==> src/rtl/wsd_pkg.sv <==
// Shared types and codes for the WebSocket frame deframer.
`timescale 1ns / 1ps

package wsd_pkg;

  // Parser phase
  typedef enum logic [2:0] {
    PH_HDR0    = 3'd0,
    PH_HDR1    = 3'd1,
    PH_EXT16   = 3'd2,
    PH_EXT64   = 3'd3,
    PH_KEY     = 3'd4,
    PH_PAYLOAD = 3'd5,
    PH_DROP    = 3'd6
  } phase_t;

  // Result kind codes
  typedef enum logic [1:0] {
    KIND_HEADER = 2'd0,
    KIND_DATA   = 2'd1,
    KIND_TRUNC  = 2'd2
  } kind_t;

  localparam logic [6:0] LEN_ESC16 = 7'd126;
  localparam logic [6:0] LEN_ESC64 = 7'd127;
  localparam logic [2:0] EXT16_BYTES = 3'd2;
  localparam logic [2:0] EXT64_BYTES = 3'd0;  // eight bytes, count wraps
  localparam logic [2:0] KEY_BYTES   = 3'd4;

  typedef struct packed {
    logic [7:0] data_byte;
    logic       buffer_end;
  } in_beat_t;

  typedef struct packed {
    kind_t       kind;
    logic        fin_flag;
    logic [3:0]  frame_opcode;
    logic        mask_present;
    logic [31:0] key_word;
    logic [63:0] payload_size;
    logic [7:0]  payload_data;
    logic        frame_done;
  } out_beat_t;

endpackage

==> src/rtl/websocket_frame_deframer.sv <==
// Top level: WebSocket frame deframer, receive-side base framing parser.
`timescale 1ns / 1ps

// Takes a received buffer one byte per beat (buffer_end marks its last byte)
// and parses one frame from the buffer's start: FIN and opcode, mask bit and
// 7-bit length, an optional 16- or 64-bit big-endian length (both unsigned),
// and an optional 4-byte mask key. When the header is complete one header
// result (kind 0) goes out; each payload byte then goes out XOR-unmasked
// with key byte (index mod 4) as kind 1, the frame's header fields repeated,
// frame_done set on the last one (or on the header of an empty frame). A
// buffer that ends before the frame is complete yields one kind 2 result
// with every other field zero. Bytes after a complete frame are dropped
// silently; every buffer end restarts the parser. Throughput is one byte
// per clock while in_stall is low: each beat is parsed by a single state
// update whose result is registered in the output register or skid stage.
// in_stall rises only when both the output register and its skid stage
// hold results the sink has not taken; the skid stage absorbs one extra
// result so that in_stall is a register and not a path from out_stall.
// The widest logic per cycle is the 64-bit remaining-byte down-counter and
// its compare with one.

module websocket_frame_deframer
  import wsd_pkg::*;
(
  input  logic      clk,
  input  logic      rst_n,
  input  logic      in_valid,
  input  in_beat_t  in_beat,
  output logic      in_stall,
  output logic      out_valid,
  output out_beat_t out_beat,
  input  logic      out_stall
);

  // Parser state
  phase_t      phase_r, phase_nxt;
  logic [2:0]  cnt_r, cnt_nxt;
  logic        fin_r, fin_nxt;
  logic [3:0]  opc_r, opc_nxt;
  logic        mask_r, mask_nxt;
  logic [31:0] key_r, key_nxt;
  logic [63:0] len_r, len_nxt;
  logic [63:0] remain_r, remain_nxt;   // payload bytes still to come
  logic [1:0]  kidx_r, kidx_nxt;       // key byte index (payload index mod 4)

  logic        in_acc;
  logic        buf_stall;
  logic        res_valid;
  out_beat_t   res_beat;

  logic [7:0]  b;
  logic        b_end;
  logic [6:0]  l7;
  logic [2:0]  cnt_inc;
  logic        hdr_fin;     // header completes on this byte
  logic        last;
  logic [7:0]  kb;

  assign in_acc  = in_valid && !in_stall;
  assign b       = in_beat.data_byte;
  assign b_end   = in_beat.buffer_end;
  assign l7      = b[6:0];
  assign cnt_inc = cnt_r + 3'd1;
  assign last    = (remain_r == 64'd1);

  always_comb begin
    case (kidx_r)
      2'd0:    kb = key_r[31:24];
      2'd1:    kb = key_r[23:16];
      2'd2:    kb = key_r[15:8];
      default: kb = key_r[7:0];
    endcase
  end

  always_comb begin
    phase_nxt  = phase_r;
    cnt_nxt    = cnt_r;
    fin_nxt    = fin_r;
    opc_nxt    = opc_r;
    mask_nxt   = mask_r;
    key_nxt    = key_r;
    len_nxt    = len_r;
    remain_nxt = remain_r;
    kidx_nxt   = kidx_r;
    hdr_fin    = 1'b0;
    res_valid  = 1'b0;
    res_beat   = '0;

    unique case (phase_r)
      PH_HDR0: begin
        fin_nxt    = b[7];
        opc_nxt    = b[3:0];
        mask_nxt   = 1'b0;
        key_nxt    = '0;
        len_nxt    = '0;
        remain_nxt = '0;
        kidx_nxt   = '0;
        cnt_nxt    = '0;
        phase_nxt  = PH_HDR1;
      end
      PH_HDR1: begin
        mask_nxt = b[7];
        cnt_nxt  = '0;
        if (l7 == LEN_ESC16) begin
          phase_nxt = PH_EXT16;
        end else if (l7 == LEN_ESC64) begin
          phase_nxt = PH_EXT64;
        end else begin
          len_nxt = {57'd0, l7};
          if (b[7]) phase_nxt = PH_KEY;
          else      hdr_fin   = 1'b1;
        end
      end
      PH_EXT16, PH_EXT64: begin
        len_nxt = {len_r[55:0], b};
        cnt_nxt = cnt_inc;
        if (cnt_inc == ((phase_r == PH_EXT16) ? EXT16_BYTES : EXT64_BYTES)) begin
          cnt_nxt = '0;
          if (mask_r) phase_nxt = PH_KEY;
          else        hdr_fin   = 1'b1;
        end
      end
      PH_KEY: begin
        key_nxt = {key_r[23:0], b};
        cnt_nxt = cnt_inc;
        if (cnt_inc == KEY_BYTES) begin
          cnt_nxt = '0;
          hdr_fin = 1'b1;
        end
      end
      PH_PAYLOAD: begin
        res_valid = 1'b1;
        if (!(b_end && !last)) begin
          res_beat.kind         = KIND_DATA;
          res_beat.fin_flag     = fin_r;
          res_beat.frame_opcode = opc_r;
          res_beat.mask_present = mask_r;
          res_beat.key_word     = key_r;
          res_beat.payload_size = len_r;
          res_beat.payload_data = b ^ kb;
          res_beat.frame_done   = last;
        end else begin
          res_beat.kind = KIND_TRUNC;
        end
        remain_nxt = remain_r - 64'd1;
        kidx_nxt   = kidx_r + 2'd1;
        if (last) phase_nxt = PH_DROP;
      end
      PH_DROP: begin
      end
      default: begin
      end
    endcase

    // Header complete: empty frame finishes here, else payload follows unless the buffer ends here
    if (hdr_fin) begin
      if (len_nxt == 64'd0) begin
        phase_nxt = PH_DROP;
        res_valid = 1'b1;
        res_beat.kind         = KIND_HEADER;
        res_beat.fin_flag     = fin_nxt;
        res_beat.frame_opcode = opc_nxt;
        res_beat.mask_present = mask_nxt;
        res_beat.key_word     = key_nxt;
        res_beat.payload_size = len_nxt;
        res_beat.frame_done   = 1'b1;
      end else if (!b_end) begin
        phase_nxt  = PH_PAYLOAD;
        remain_nxt = len_nxt;
        kidx_nxt   = '0;
        res_valid  = 1'b1;
        res_beat.kind         = KIND_HEADER;
        res_beat.fin_flag     = fin_nxt;
        res_beat.frame_opcode = opc_nxt;
        res_beat.mask_present = mask_nxt;
        res_beat.key_word     = key_nxt;
        res_beat.payload_size = len_nxt;
      end
    end

    // Buffer ends inside the header: truncation
    if (b_end && !res_valid && phase_r != PH_PAYLOAD && phase_r != PH_DROP) begin
      res_valid = 1'b1;
      res_beat  = '0;
      res_beat.kind = KIND_TRUNC;
    end

    if (b_end) phase_nxt = PH_HDR0;
  end

  always_ff @(posedge clk) begin
    if (!rst_n) begin
      phase_r  <= PH_HDR0;
      cnt_r    <= '0;
      fin_r    <= 1'b0;
      opc_r    <= '0;
      mask_r   <= 1'b0;
      key_r    <= '0;
      len_r    <= '0;
      remain_r <= '0;
      kidx_r   <= '0;
    end else if (in_acc) begin
      phase_r  <= phase_nxt;
      cnt_r    <= cnt_nxt;
      fin_r    <= fin_nxt;
      opc_r    <= opc_nxt;
      mask_r   <= mask_nxt;
      key_r    <= key_nxt;
      len_r    <= len_nxt;
      remain_r <= remain_nxt;
      kidx_r   <= kidx_nxt;
    end
  end

  wsd_out_buf u_out_buf (
    .clk       (clk),
    .rst_n     (rst_n),
    .s_valid   (in_acc && res_valid),
    .s_beat    (res_beat),
    .s_stall   (buf_stall),
    .out_valid (out_valid),
    .out_beat  (out_beat),
    .out_stall (out_stall)
  );

  assign in_stall = buf_stall;

endmodule

==> src/rtl/wsd_out_buf.sv <==
// Output register with skid stage for deframer results.
`timescale 1ns / 1ps

module wsd_out_buf
  import wsd_pkg::*;
(
  input  logic      clk,
  input  logic      rst_n,
  input  logic      s_valid,
  input  out_beat_t s_beat,
  output logic      s_stall,
  output logic      out_valid,
  output out_beat_t out_beat,
  input  logic      out_stall
);

  logic      out_valid_r, out_valid_nxt;
  logic      skid_valid_r, skid_valid_nxt;
  out_beat_t out_beat_r, out_beat_nxt;
  out_beat_t skid_beat_r, skid_beat_nxt;
  logic      take;

  assign take = out_valid_r && !out_stall;

  always_comb begin
    out_valid_nxt  = out_valid_r;
    skid_valid_nxt = skid_valid_r;
    out_beat_nxt   = out_beat_r;
    skid_beat_nxt  = skid_beat_r;
    if (skid_valid_r) begin
      if (take) begin
        out_beat_nxt   = skid_beat_r;
        skid_valid_nxt = 1'b0;
      end
    end else if (s_valid) begin
      if (!out_valid_r || take) begin
        out_beat_nxt  = s_beat;
        out_valid_nxt = 1'b1;
      end else begin
        skid_beat_nxt  = s_beat;
        skid_valid_nxt = 1'b1;
      end
    end else if (take) begin
      out_valid_nxt = 1'b0;
    end
  end

  always_ff @(posedge clk) begin
    if (!rst_n) begin
      out_valid_r  <= 1'b0;
      skid_valid_r <= 1'b0;
    end else begin
      out_valid_r  <= out_valid_nxt;
      skid_valid_r <= skid_valid_nxt;
    end
  end

  always_ff @(posedge clk) begin
    out_beat_r  <= out_beat_nxt;
    skid_beat_r <= skid_beat_nxt;
  end

  assign s_stall   = skid_valid_r;
  assign out_valid = out_valid_r;
  assign out_beat  = out_beat_r;

endmodule

==> config.mk <==
export PLATFORM = sky130hd
export DESIGN_NAME = websocket_frame_deframer
export DESIGN_NICKNAME = d
export VERILOG_FILES = /design/src/rtl/wsd_pkg.sv /design/src/rtl/websocket_frame_deframer.sv /design/src/rtl/wsd_out_buf.sv
export SDC_FILE = /design/constraint.sdc
export NUM_CORES = 1
export LEC_CHECK = 0
export ABC_CLOCK_PERIOD_IN_PS = 31000
export BUFFER_PORTS_ARGS = -buffer_cell sky130_fd_sc_hd__buf_2
export CAP_MARGIN = 20
export CORE_UTILIZATION = 49
export CTS_BUF_LIST = sky130_fd_sc_hd__clkbuf_8
export DETAILED_ROUTE_END_ITERATION = 7
export GPL_TIMING_DRIVEN = 0
export PLACE_DENSITY = 0.65
export SYNTH_ARGS = -nofsm -noshare
export SYNTH_HDL_FRONTEND = slang
export SYNTH_SLANG_ARGS = --single-unit
==> constraint.sdc <==
create_clock -name clk -period 31 [get_ports clk]
set_input_delay 4.65 -clock clk [delete_from_list [all_inputs] [get_ports clk]]
set_output_delay 4.65 -clock clk [all_outputs]
set_load 0.03 [all_outputs]
### After elaboration in Yosys (flattened, before gate mapping)

Cells that the tools add are included.
Widths: inputs -> output; s select.

* bits in registers: 402
* latch bits: 0
* RAM bits: 0
* ROM bits: 0
* input bits: 13
* memories: 0

* add/sub/neg operators: 3
* $mul: 0
* div/mod/pow operators: 0
* $lt $le $gt $ge: 0
* eq/ne operators: 20
* shifts and indexed selects: 0
* mux-type cells: 62
* bitwise logic cells: 3
* reductions and logical operators: 28

Operators with widths (count)
* $mux 113: 6
* $mux 64: 5
* $mux 104: 3
* $pmux 64 s3: 1
* $pmux 64 s2: 1
* $mux 111: 1
* $eq 64x1->1 const B: 1
* $logic_not 64->1: 1
* $pmux 32 s2: 1
* $sub 64x1->64 const B: 1
* $mux 3: 10
* $pmux 8 s3: 1
* $mux 1: 21
* $eq 7x7->1 const B: 2
* $mux 2: 6
* $ne 4x4->1 const B: 3
* $pmux 3 s4: 1
* $eq 3x3->1 const B: 3
* $pmux 3 s3: 1
* $reduce_and 3->1: 3
* $xor 8x8->8: 1
* $logic_and 1x1->1: 7
* $eq 3x2->1 const B: 2
* $ne 3x3->1 const B: 2
* other kinds (23): 32

### Longest topological paths before layout

Gate-level depths: netlist (run 1).

* depth in word-level cells: 15
* gate-level depth with buffers: 14
* mapped depth without buffers: 11

### By module

From an unflattened synthesis (run 1), not the netlist that was laid out.

* cells, all modules: 1937
* area total of the unflattened synthesis: 19721.4 sq um

By module, submodules not included
* websocket_frame_deframer: instances 1, cells an instance 1572, area each 11369.7 sq um, seq. area each 3483.3 sq um
* wsd_out_buf: instances 1, cells an instance 365, area each 8351.8 sq um, seq. area each 6826.5 sq um

### Worst setup path after synthesis (run 1)

No wires, ideal clock.

* path type: input to register
* start point: input in_beat[7] in the netlist's numbering
* end point: register u_out_buf.out_beat_r, in the netlist u_out_buf.out_beat[0] (enable)
* library setup time: 0.758 ns
* arrival: 15.073 ns
* slack: 15.169 ns
* stages: 12
* path through: buf_2 > nand4_1 > o221a_2 > a2111oi_0 > nand4_1 > nor4_1 > a21bo_2 > and2_1 > buf_2 > buf_2 > o21ai_0 > a21boi_0

* cells in the longest elaborated chain, start to end: 15
* elaborated cells on any way between the ends: 19
* classes of those cells: 2 x eq/ne; 9 x mux; 8 x reduce/logical

RTL lines
* from (decl): RTL line websocket_frame_deframer.sv:28 `input in_beat_t in_beat,`
* $eq 7x7->1: RTL line websocket_frame_deframer.sv:106 `end else if (l7 == LEN_ESC64) begin`
* $mux 64: RTL line websocket_frame_deframer.sv:106
* $mux 64: RTL line websocket_frame_deframer.sv:104 `if (l7 == LEN_ESC16) begin`
* $pmux 64 s3: RTL line websocket_frame_deframer.sv:89 `unique case (phase_r)`
* $logic_not 64->1: RTL line websocket_frame_deframer.sv:157 `if (len_nxt == 64'd0) begin`
* $mux 1: RTL line websocket_frame_deframer.sv:157
* $mux 1 (*): RTL line websocket_frame_deframer.sv:156 `if (hdr_fin) begin`
* $logic_not 1->1: RTL line websocket_frame_deframer.sv:182 `if (b_end && !res_valid && phase_r != PH_PAYLOAD && phase_r != PH_DROP) begin`
* $logic_and 1x1->1 (3 in series): RTL line websocket_frame_deframer.sv:182
* $mux 1 (*): RTL line websocket_frame_deframer.sv:182
* $logic_and 1x1->1 (*): RTL line websocket_frame_deframer.sv:218 `.s_valid (in_acc && res_valid),`
* $reduce_bool 2->1 (no source line) (*)
* $reduce_and 3->1 (no source line) (*)
* to (signal assigned): RTL line wsd_out_buf.sv:59 `out_beat_r <= out_beat_nxt;`
* to (decl): RTL line wsd_out_buf.sv:19 `out_beat_t out_beat_r, out_beat_nxt;`

Mark *: on every way between the ends. The rest lies on a longest branch, timed or not.
A chain may end at the register's enable or synchronous reset.

### Worst setup path in the final report (run 1)

* start point: input in_beat[4] in the netlist's numbering
* end point: register u_out_buf.out_beat_r, in the netlist u_out_buf.out_beat[42] (enable)

The elaborated chain is that of the path after synthesis.

==> results.sh, run 1 <==
export IMPL_postRouteAntennaNets=0
export IMPL_grt_overflow=0
export IMPL_hold_buffers=0
export IMPL_numPortBuffers=122
export IMPL_critPathCaptureType="flop"
export IMPL_swShare_pct=27.8
export IMPL_drc_errors=0
export IMPL_synth_top_family_by_area="compound AO/OA/AOI/OAI gates"
export IMPL_synthSimpleGateAreaFrac_pct=14.6
export IMPL_p_int_uw=860
export IMPL_netlist_area_sq_um=19300
export IMPL_synth_compound_area_share_pct=20.7
export IMPL_postSynth_asyncResetShare_pct=0
export IMPL_clock_latency_ps=670
export IMPL_cts_sinks=402
export IMPL_cts_repair_resized=0
export IMPL_synth_cells=1914
export IMPL_finalCritPeriodShare_pct=32.2
export IMPL_seqCellArea_sq_um=10300
export IMPL_cp_max_fo=31
export IMPL_totalWireLength_mm=72.3
export IMPL_cpMostUsedCell="buf_12"
export IMPL_hold_class="flop to flop"
export IMPL_dieArea_sq_um=40100
export IMPL_hpwl_mm=52.0
export IMPL_max_cap_violations=0
export IMPL_ys_flop_type="edfxtp_1"
export IMPL_period_needed_ps=9990
export IMPL_crit_chain="clkbuf_1, nand4b_1, o21ai_0, clkbuf_1, a22oi_1, o211ai_1, nor2_1, a21bo_2, and2_1, buf_2, buf_2, o21ai_0, a21boi_4, buf_12, buf_12, buf_12"
export IMPL_max_freq_mhz=100
export IMPL_switchingPower_uw=332
export IMPL_wl_per_cell_microns=26.9
export IMPL_cp_required_ps=31330
export IMPL_power_frac_seq_pct=49.4
export IMPL_yosysUniqueCellTypes=74
export IMPL_die_x_microns=200
export IMPL_slew_headroom_pct=20.0
export IMPL_htreeDepth=3
export IMPL_crit_type="input port to flop"
export IMPL_synth_seq_cells=402
export IMPL_grt_max_degree=36
export IMPL_drt_iter0_markers=1999
export IMPL_rsz0062_at_grt="false"
export IMPL_final_hold_viol_count=0
export IMPL_io_pins=128
export IMPL_synth_largest_area_cell="edfxtp_1"
export IMPL_drtPass1Iterations=7
export IMPL_tightest_slew_ps=1200
export IMPL_synth_edff_count=226
export IMPL_finalSetupViolations=0
export IMPL_drive_above_1_share_pct=16.8
export IMPL_synthTopCellsByArea="edfxtp_1, dfxtp_1, mux2_2"
export IMPL_fill_cells=3520
export IMPL_clockRootBuffer="clkbuf_8"
export IMPL_diodes=0
export IMPL_pwr_density_cell_nw_per_um2=54.1
export IMPL_synth_avg_cell_area_sq_um=10.1
export IMPL_fin_setup_tns_ps=0
export IMPL_yosysMostFrequentCell="edfxtp_1"
export IMPL_grt_pass1_wl_mm=106
export IMPL_antenna_found_initial=0
export IMPL_vias=17392
export IMPL_initial_core_util_pct=49.8
export IMPL_die_h_microns=200
export IMPL_combPwrFrac_pct=10.5
export IMPL_synth_xor_area_share_pct=0.363
export IMPL_yosys_warnings=0
export IMPL_path_clk_slew_ps=60
export IMPL_muxShareOfSynthArea_pct=6.25
export IMPL_syn_nets=1936
export IMPL_yosys_top_cells_count="edfxtp_1, nand2_1, dfxtp_1"
export IMPL_critPathArrivalTime_ps=10320
export IMPL_cts_buffer_depth=3
export IMPL_drv_slew=0
export IMPL_cts_buffers=70
export IMPL_grt_pass1_vias=16637
export IMPL_yosysSeqAreaShare_pct=53.5
export IMPL_p_leak_uw=0.00779
export IMPL_p_clk_share_pct=40.1
export IMPL_synth_top_area_share_pct=35.2
export IMPL_ir_drop_uv=41.7
export IMPL_finClkSkew_ps=34.5
export IMPL_cp_start_kind="input port"
export IMPL_cts_setup_buffers=0
export IMPL_nets=2136
export IMPL_timing_hold_ws_ps=454
export IMPL_area_growth_pct=14.3
export IMPL_status="finished, final reports clean"
export IMPL_track_usage_pct=35.5
export IMPL_slowest_delay_ps=900
export IMPL_fp_coreArea_sq_um=38700
export IMPL_rows=72
export IMPL_gp_congestion=0.997
export IMPL_slowest_stage="a21boi_4"
export IMPL_viasPerCell=6.47
export IMPL_synthAdderAreaFrac_pct=0.584
export IMPL_multi_input_area_sq_um=8210
export IMPL_cts_tree="yes"
[logic make-up (layout without fill, tap and decap cells)]
logic type,Yosys count,in the layout
compound gates,593,593
xor+xnor,8,8
fa+ha+maj,9,9
buf+inv,197,452
flops,402,402
mux,108,108
simple gates,597,597
[power groups by stage]
stage / sequential, uW / combinational (uW) / clock [uW]
finish: 589 / 125 / 478
global route: 590 / 131 / 508
CTS: 588 / 123 / 483
detailed placement: 600 / 122 / 0
global placement: 606 / 119 / 0
floorplan: 625 / 53.6 / 0
[cells in the final DEF (no fill, tap or decap), drive strengths merged, types with 9 or more instances in the layout]
cell type	instances
edfxtp	226
clkbuf	221
nand2	213
dfxtp	176
buf	163
o21ai	154
nor2	141
a21oi	125
mux2	99
nand3	64
a22oi	58
inv	49
a32o	43
nor3	41
a211oi	34
nor4	31
a32oi	29
and3	24
o22ai	19
nand4	17
a22o	15
o31ai	14
clkinv	14
or3	13
nand2b	10
or2	10
a31oi	10
o211ai	10
nor2b	9
mux2i	9
ha	9
[state kept, by name (all words and copies together) (netlist names), 3 cells and up]
name and count:
cnt_r 3, len_r 64, u_out_buf.out_beat 113, u_out_buf.skid_beat_r 113, phase_r 3, opc_r 4
remain_r 64, key_r 32
[layer usage]
layer	vias to the layer above	share of wire (%)	global-route usage [%]
met5	-	0	0
met4	0	5.8	20.6
met3	231	9.1	8.41
met2	988	46	55.9
met1	8461	39	44.8
li1	7712	-	-
[worst max-delay path: cells and delay by family]
family                 cells  cell delay [ps]
AO/OA/AOI/OAI              6             2690
buffers and inverters      7             2000
AND/OR/NAND/NOR            3              860
[cell type report]
class / instances / share of cell area (%)
inverter: 20 / 0.341
buffer: 177 / 3.19
tap: 518 / 2.94
clock buffer: 79 / 4.94
clock inverter: 48 / 1.19
multi-input combinational: 1315 / 37.3
sequential: 402 / 46.8
timing repair buffer: 128 / 3.32
[metrics by stage]
step                utilization [%]  cell area (sq um)  power (uW)  worst slack, ps  instances
global route                   56.9              22000        1230            21040       2687
detailed placement             53.4              20700         722            20550       2560
global placement               53.0              20500         725            10800       2554
floorplan                         -              19300         678            15170       1914
CTS                            56.9              22000        1190            21190       2687
finish                         56.9              22000        1190            21010       2687
[final timing paths]
kind               from                endpoint  slack, ps  cells past startpoint
min reg2reg    opc_r[2]                opc_r[2]        450                      2
max          in_beat[4]  u_out_buf.out_beat[42]      21010                     16
min            opc_r[2]                opc_r[2]        450                      2
max reg2reg  phase_r[1]  u_out_buf.out_beat[42]      24740                     16
Power figures use the tool's default switching activity.
==> inputs of run 2 (changes only) <==
ABC_CLOCK_PERIOD_IN_PS = 10250   (was 31000)
clock period = 10.25 ns   (was 31 ns; I/O delays follow)
==> run 2 against run 1 <==
Final cell count is 0.11% lower. Power grew to 2.9 times the previous value. Clock-buffer cell count is 3 lower. Register-to-register slack worse by 21000 ps. Global-route usage hardly changed. Cell area is 0.35% lower. Non-clock buffer count is 2 higher. Clock skew is 0.73 ps higher. First-iteration DRC count is 7.3% higher. Via count is 0.61% higher.
==> results.sh, run 2 (synthesis gave the netlist of run 1 again) <==
export IMPL_cts_sinks=402
export IMPL_hold_buffers=0
export IMPL_drt_iter0_markers=2145
export IMPL_drive_above_1_share_pct=16.4
export IMPL_postRouteAntennaNets=0
export IMPL_p_leak_uw=0.00776
export IMPL_vias=17498
export IMPL_max_cap_violations=0
export IMPL_crit_chain="clkbuf_1, nand4b_1, o21ai_0, clkbuf_1, a22oi_1, nand3_1, nor4_1, a21bo_2, and2_1, buf_2, buf_2, o21ai_0, a21boi_4, buf_16, buf_12, buf_12, buf_12"
export IMPL_track_usage_pct=35.6
export IMPL_clockRootBuffer="clkbuf_8"
export IMPL_mostFrequentLayoutCells="edfxtp_1, nand2_1, dfxtp_1"
export IMPL_slew_headroom_pct=23.5
export IMPL_cp_start_kind="input port"
export IMPL_max_freq_mhz=148
export IMPL_nets=2138
export IMPL_path_clk_slew_ps=60
export IMPL_fp_coreArea_sq_um=38700
export IMPL_clock_latency_ps=650
export IMPL_drv_slew=0
export IMPL_drc_errors=0
export IMPL_critPathCaptureType="flop"
export IMPL_fin_setup_tns_ps=0
export IMPL_cts_buffer_depth=3
export IMPL_final_hold_viol_count=0
export IMPL_cts_repair_resized=0
export IMPL_pwr_density_cell_nw_per_um2=160
export IMPL_finalCritPeriodShare_pct=65.9
export IMPL_rows=72
export IMPL_grt_pass1_vias=16739
export IMPL_cts_setup_buffers=0
export IMPL_area_growth_pct=13.9
export IMPL_cp_required_ps=10570
export IMPL_hold_class="flop to flop"
export IMPL_grt_max_degree=35
export IMPL_cts_buffers=70
export IMPL_finalSetupViolations=0
export IMPL_cp_max_fo=31
export IMPL_rsz0062_at_grt="false"
export IMPL_utilization_pct=56.7
export IMPL_crit_type="input port to flop"
export IMPL_status="finished, final reports clean"
export IMPL_dieArea_sq_um=40100
export IMPL_grt_overflow=0
export IMPL_cts_tree="yes"
export IMPL_slowest_delay_ps=620
export IMPL_totalWireLength_mm=72.3
export IMPL_viasPerCell=6.52
export IMPL_tightest_slew_ps=1150
export IMPL_die_h_microns=200
export IMPL_io_pins=128
export IMPL_ir_drop_uv=115
export IMPL_slowest_stage="a22oi_1"
export IMPL_cpMostUsedCell="buf_12"
export IMPL_antenna_found_initial=0
export IMPL_grt_pass1_wl_mm=106
export IMPL_finClkSkew_ps=35.2
export IMPL_drtPass1Iterations=7
export IMPL_diodes=0
export IMPL_numPortBuffers=122
export IMPL_hpwl_mm=52.1
export IMPL_die_x_microns=200
export IMPL_initial_core_util_pct=49.8
export IMPL_htreeDepth=3
export IMPL_critPathArrivalTime_ps=7080
export IMPL_wl_per_cell_microns=26.9
export IMPL_gp_congestion=0.993
export IMPL_period_needed_ps=6760
export IMPL_final_common_cell="edfxtp_1"
## run 2: changes by cell type in the layout (fill, tap and decap cells not counted)
cell | before | now
clkinv_1 | 5 | 7
clkinvlp_4 | 3 | 2
buf_2 | 139 | 140
inv_8 | 1 | 0
clkbuf_8 | 79 | 76
inv_6 | 0 | 2
inv_1 | 47 | 51
bufinv_16 | 2 | 0
buf_16 | 0 | 1
clkinv_2 | 9 | 3
## run 2: path summary, 6_finish.rpt
path	slack, ps	endpoint	depth (start not counted)	start
setup / recovery	3490	u_out_buf.out_beat[35]	17	in_beat[4]
hold / removal	460	opc_r[3]	2	opc_r[3]
setup reg to reg	4150	u_out_buf.out_beat[35]	17	phase_r[1]
hold reg to reg	460	opc_r[3]	2	opc_r[3]
## run 2: through the flow
step	setup slack [ps]	hold WS, ps	cell area, sq um	total power [uW]	std cells
after floorplan	606	433	19300	2050	1914
after global placement	-3050	444	20500	2190	2554
after detailed placement	3120	447	20700	2190	2561
after CTS	3780	457	21900	3520	2683
after global routing	3500	469	21900	3610	2684
final	3490	455	21900	3510	2684
## run 2: critical path, delay by kind of cell
kind / cells / cell delay [ps]
AOI/OAI and AO/OA: 5 / 2090
buffers and inverters: 8 / 2110
and+or+nand+nor: 4 / 1240
## run 2: area by class of cell
| cell class | instances | area [sq um] |
|---|---|---|
| multi-input combinational | 1315 | 8210 |
| timing repair buffer | 130 | 763 |
| clock inverter | 46 | 194 |
| fill | 3467 | 16800 |
| tap | 518 | 648 |
| sequential | 402 | 10300 |
| buffer | 177 | 703 |
| clock buffer | 76 | 1050 |
| inverter | 20 | 75.1 |
## run 2: report_power, final
part	switching, uW	internal (uW)
clock network	666	680
logic	291	90.1
registers	26.1	1750
total	983	2520
## run 2: per-layer routing
metal | global-route usage [%] | wire length [microns]
met1 | 45.6 | 28700
met2 | 56.0 | 32800
met3 | 5.63 | 5660
met4 | 23.2 | 5140
met5 | 0 | 0
==> inputs of run 3 (changes only) <==
ABC_AREA = 1   (was not set)
ABC_CLOCK_PERIOD_IN_PS = 6130   (was 10250)
PLACE_DENSITY = 0.67   (was 0.65)
clock period = 6.13 ns   (was 10.25 ns; I/O delays follow)
==> run 3 against run 2 <==
Combinational power up 110%. Cell area up 11%. Hold slack better by 16 ps. First-iteration DRC count up 5.4%. Largest cell class unchanged. Routed wire length down 3.6%. Critical path depth up 1. Utilization down 0.35 points. Sequential power up 68%.
==> results.sh, run 3 <==
export IMPL_cts_buffer_depth=3
export IMPL_cts_tree="yes"
export IMPL_hold_buffers=0
export IMPL_synth_avg_cell_area_sq_um=7.36
export IMPL_viasPerCell=5.52
export IMPL_grt_overflow=0
export IMPL_cp_max_fo=33
export IMPL_crit_chain="buf_2, nor2_2, clkinv_1, clkbuf_1, nor2_1, inv_1, nand2_1, nor2_1, nand2_1, nor2_1, nand2_1, nor2_2, nand3_4, nand4_1, nand2_1, a21oi_4, buf_12, buf_12"
export IMPL_postSynth_asyncResetShare_pct=0
export IMPL_max_cap_violations=0
export IMPL_die_x_microns=212
export IMPL_synth_compound_area_share_pct=17.4
export IMPL_yosys_top_cells_count="nand2_1, inv_1, o21ai_0"
export IMPL_seqCellArea_sq_um=10300
export IMPL_antenna_found_initial=0
export IMPL_track_usage_pct=31.2
export IMPL_finClkSkew_ps=41.8
export IMPL_critPathArrivalTime_ps=4840
export IMPL_htreeDepth=3
export IMPL_synth_top_family_by_area="simple AND/OR/NAND/NOR gates"
export IMPL_drt_iter0_markers=2261
export IMPL_postRouteAntennaNets=0
export IMPL_yosys_warnings=0
export IMPL_finalPower_uw=6180
export IMPL_hpwl_mm=52.0
export IMPL_nets=3151
export IMPL_cts_buffers=69
export IMPL_io_pins=128
export IMPL_critPathCaptureType="flop"
export IMPL_syn_nets=2949
export IMPL_cts_repair_resized=0
export IMPL_drv_slew=0
export IMPL_gp_congestion=0.988
export IMPL_synthTopCellsByArea="edfxtp_1, dfxtp_1, nand2_1"
export IMPL_numPortBuffers=127
export IMPL_muxShareOfSynthArea_pct=0.0522
export IMPL_cts_sinks=402
export IMPL_timing_hold_ws_ps=471
export IMPL_synth_top_area_share_pct=31.5
export IMPL_ir_drop_uv=144
export IMPL_cp_start_kind="flop"
export IMPL_synth_seq_cells=402
export IMPL_crit_type="flop to flop"
export IMPL_mostFrequentLayoutCells="nand2_1, inv_1, o21ai_0"
export IMPL_final_hold_viol_count=0
export IMPL_ff2ff_path_depth=18
export IMPL_synth_edff_count=226
export IMPL_rsz0062_at_grt="false"
export IMPL_multi_input_area_sq_um=8900
export IMPL_clockRootBuffer="clkbuf_8"
export IMPL_drive_above_1_share_pct=9.78
export IMPL_final_common_cell="nand2_1"
export IMPL_netlist_area_sq_um=21600
export IMPL_synthSimpleGateAreaFrac_pct=22.6
export IMPL_cts_setup_buffers=0
export IMPL_rows=76
export IMPL_synth_largest_area_cell="edfxtp_1"
export IMPL_wl_per_cell_microns=18.5
export IMPL_path_clk_slew_ps=60
export IMPL_die_h_microns=212
export IMPL_clock_latency_ps=670
export IMPL_fill_cells=4181
export IMPL_drtPass1Iterations=7
export IMPL_slowest_delay_ps=660
export IMPL_dieArea_sq_um=44800
export IMPL_r2r_slack_ps=1640
export IMPL_drc_errors=0
export IMPL_cpMostUsedCell="nand2_1"
export IMPL_slowest_stage="clkbuf_1"
export IMPL_vias=20793
export IMPL_grt_max_degree=75
export IMPL_synthAdderAreaFrac_pct=0.522
export IMPL_fp_coreArea_sq_um=43300
export IMPL_max_freq_mhz=223
export IMPL_initial_core_util_pct=49.8
export IMPL_cp_required_ps=6470
export IMPL_holdPathStages=2
export IMPL_yosysUniqueCellTypes=41
export IMPL_finalSetupViolations=0
export IMPL_tightest_slew_ps=1200
export IMPL_grt_pass1_wl_mm=107
export IMPL_yosysMostFrequentCell="nand2_1"
export IMPL_yosysSeqAreaShare_pct=47.8
export IMPL_path_buf_inv=6
export IMPL_synth_xor_area_share_pct=0.610
export IMPL_area_growth_pct=13.0
export IMPL_crit_family="simple AND/OR/NAND/NOR gates"
export IMPL_status="finished, final reports clean"
export IMPL_hold_class="flop to flop"
export IMPL_totalWireLength_mm=69.7
export IMPL_cp_depth=18
export IMPL_synth_cells=2927
export IMPL_period_needed_ps=4490
export IMPL_pwr_density_cell_nw_per_um2=254
export IMPL_slew_headroom_pct=20.1
export IMPL_diodes=0
export IMPL_finalCritPeriodShare_pct=73.3
export IMPL_grt_pass1_vias=19099
export IMPL_ys_flop_type="edfxtp_1"
export IMPL_p_leak_uw=0.0111
## run 3: worst min-delay path: cells and delay by family (launching register included)
kind	cells	cell delay [ps]
flip-flops	1	310
AND/OR/NAND/NOR	1	60
AO/OA/AOI/OAI	1	60
## run 3: kinds of logic after synthesis
logic type               count (synthesis)
flip-flops                             402
AND/OR/NAND/NOR                       1225
multiplexers                             1
buffers and inverters                  601
XOR/XNOR                                15
AO/OA/AOI/OAI                          674
adder cells (fa/ha/maj)                  9
## run 3: area by class of cell
cell class / count / area share (%)
multi-input combinational: 1924 / 36.5
inverter: 439 / 6.77
buffer: 162 / 2.92
timing repair buffer: 131 / 2.97
clock inverter: 39 / 0.811
sequential: 402 / 42.3
clock buffer: 83 / 4.69
tap: 585 / 3.00
## run 3: layer usage
metal / vias to the layer above / GRT usage (%) / routed length [microns] / part of all wire, %
met5: - / 0 / 0 / 0
met4: 0 / 14.6 / 3030 / 4.3
met3: 181 / 5.96 / 6330 / 9.1
met2: 943 / 48.3 / 30900 / 44
met1: 9758 / 42.0 / 29400 / 42
li1: 9911 / - / - / -
## run 3: power breakdown
part           switching (uW)  internal, uW
combinational             593           202
clock                    1130          1270
sequential               40.3          2950
## run 3: path summary, 6_finish.rpt
| kind | startpoint | endpoint |
|---|---|---|
| max | phase_r[2] | u_out_buf.out_beat[29] |
| min | remain_r[63] | remain_r[63] |
| max reg2reg | phase_r[2] | u_out_buf.out_beat[29] |
| min reg2reg | remain_r[63] | remain_r[63] |
## run 3: per-stage QoR
step | std cells | utilization [%] | worst slack, ps | setup TNS [ps] | cell area [sq um]
2_1_floorplan | 2927 | - | 987 | 0 | 21600
3_3_place_gp | 3639 | 53.0 | -846 | -118450 | 22900
3_5_place_dp | 3643 | 53.2 | 1220 | 0 | 23000
4_1_cts | 3765 | 56.3 | 1730 | 0 | 24400
5_1_grt | 3765 | 56.3 | 1390 | 0 | 24400
6_report | 3765 | 56.3 | 1640 | 0 | 24400
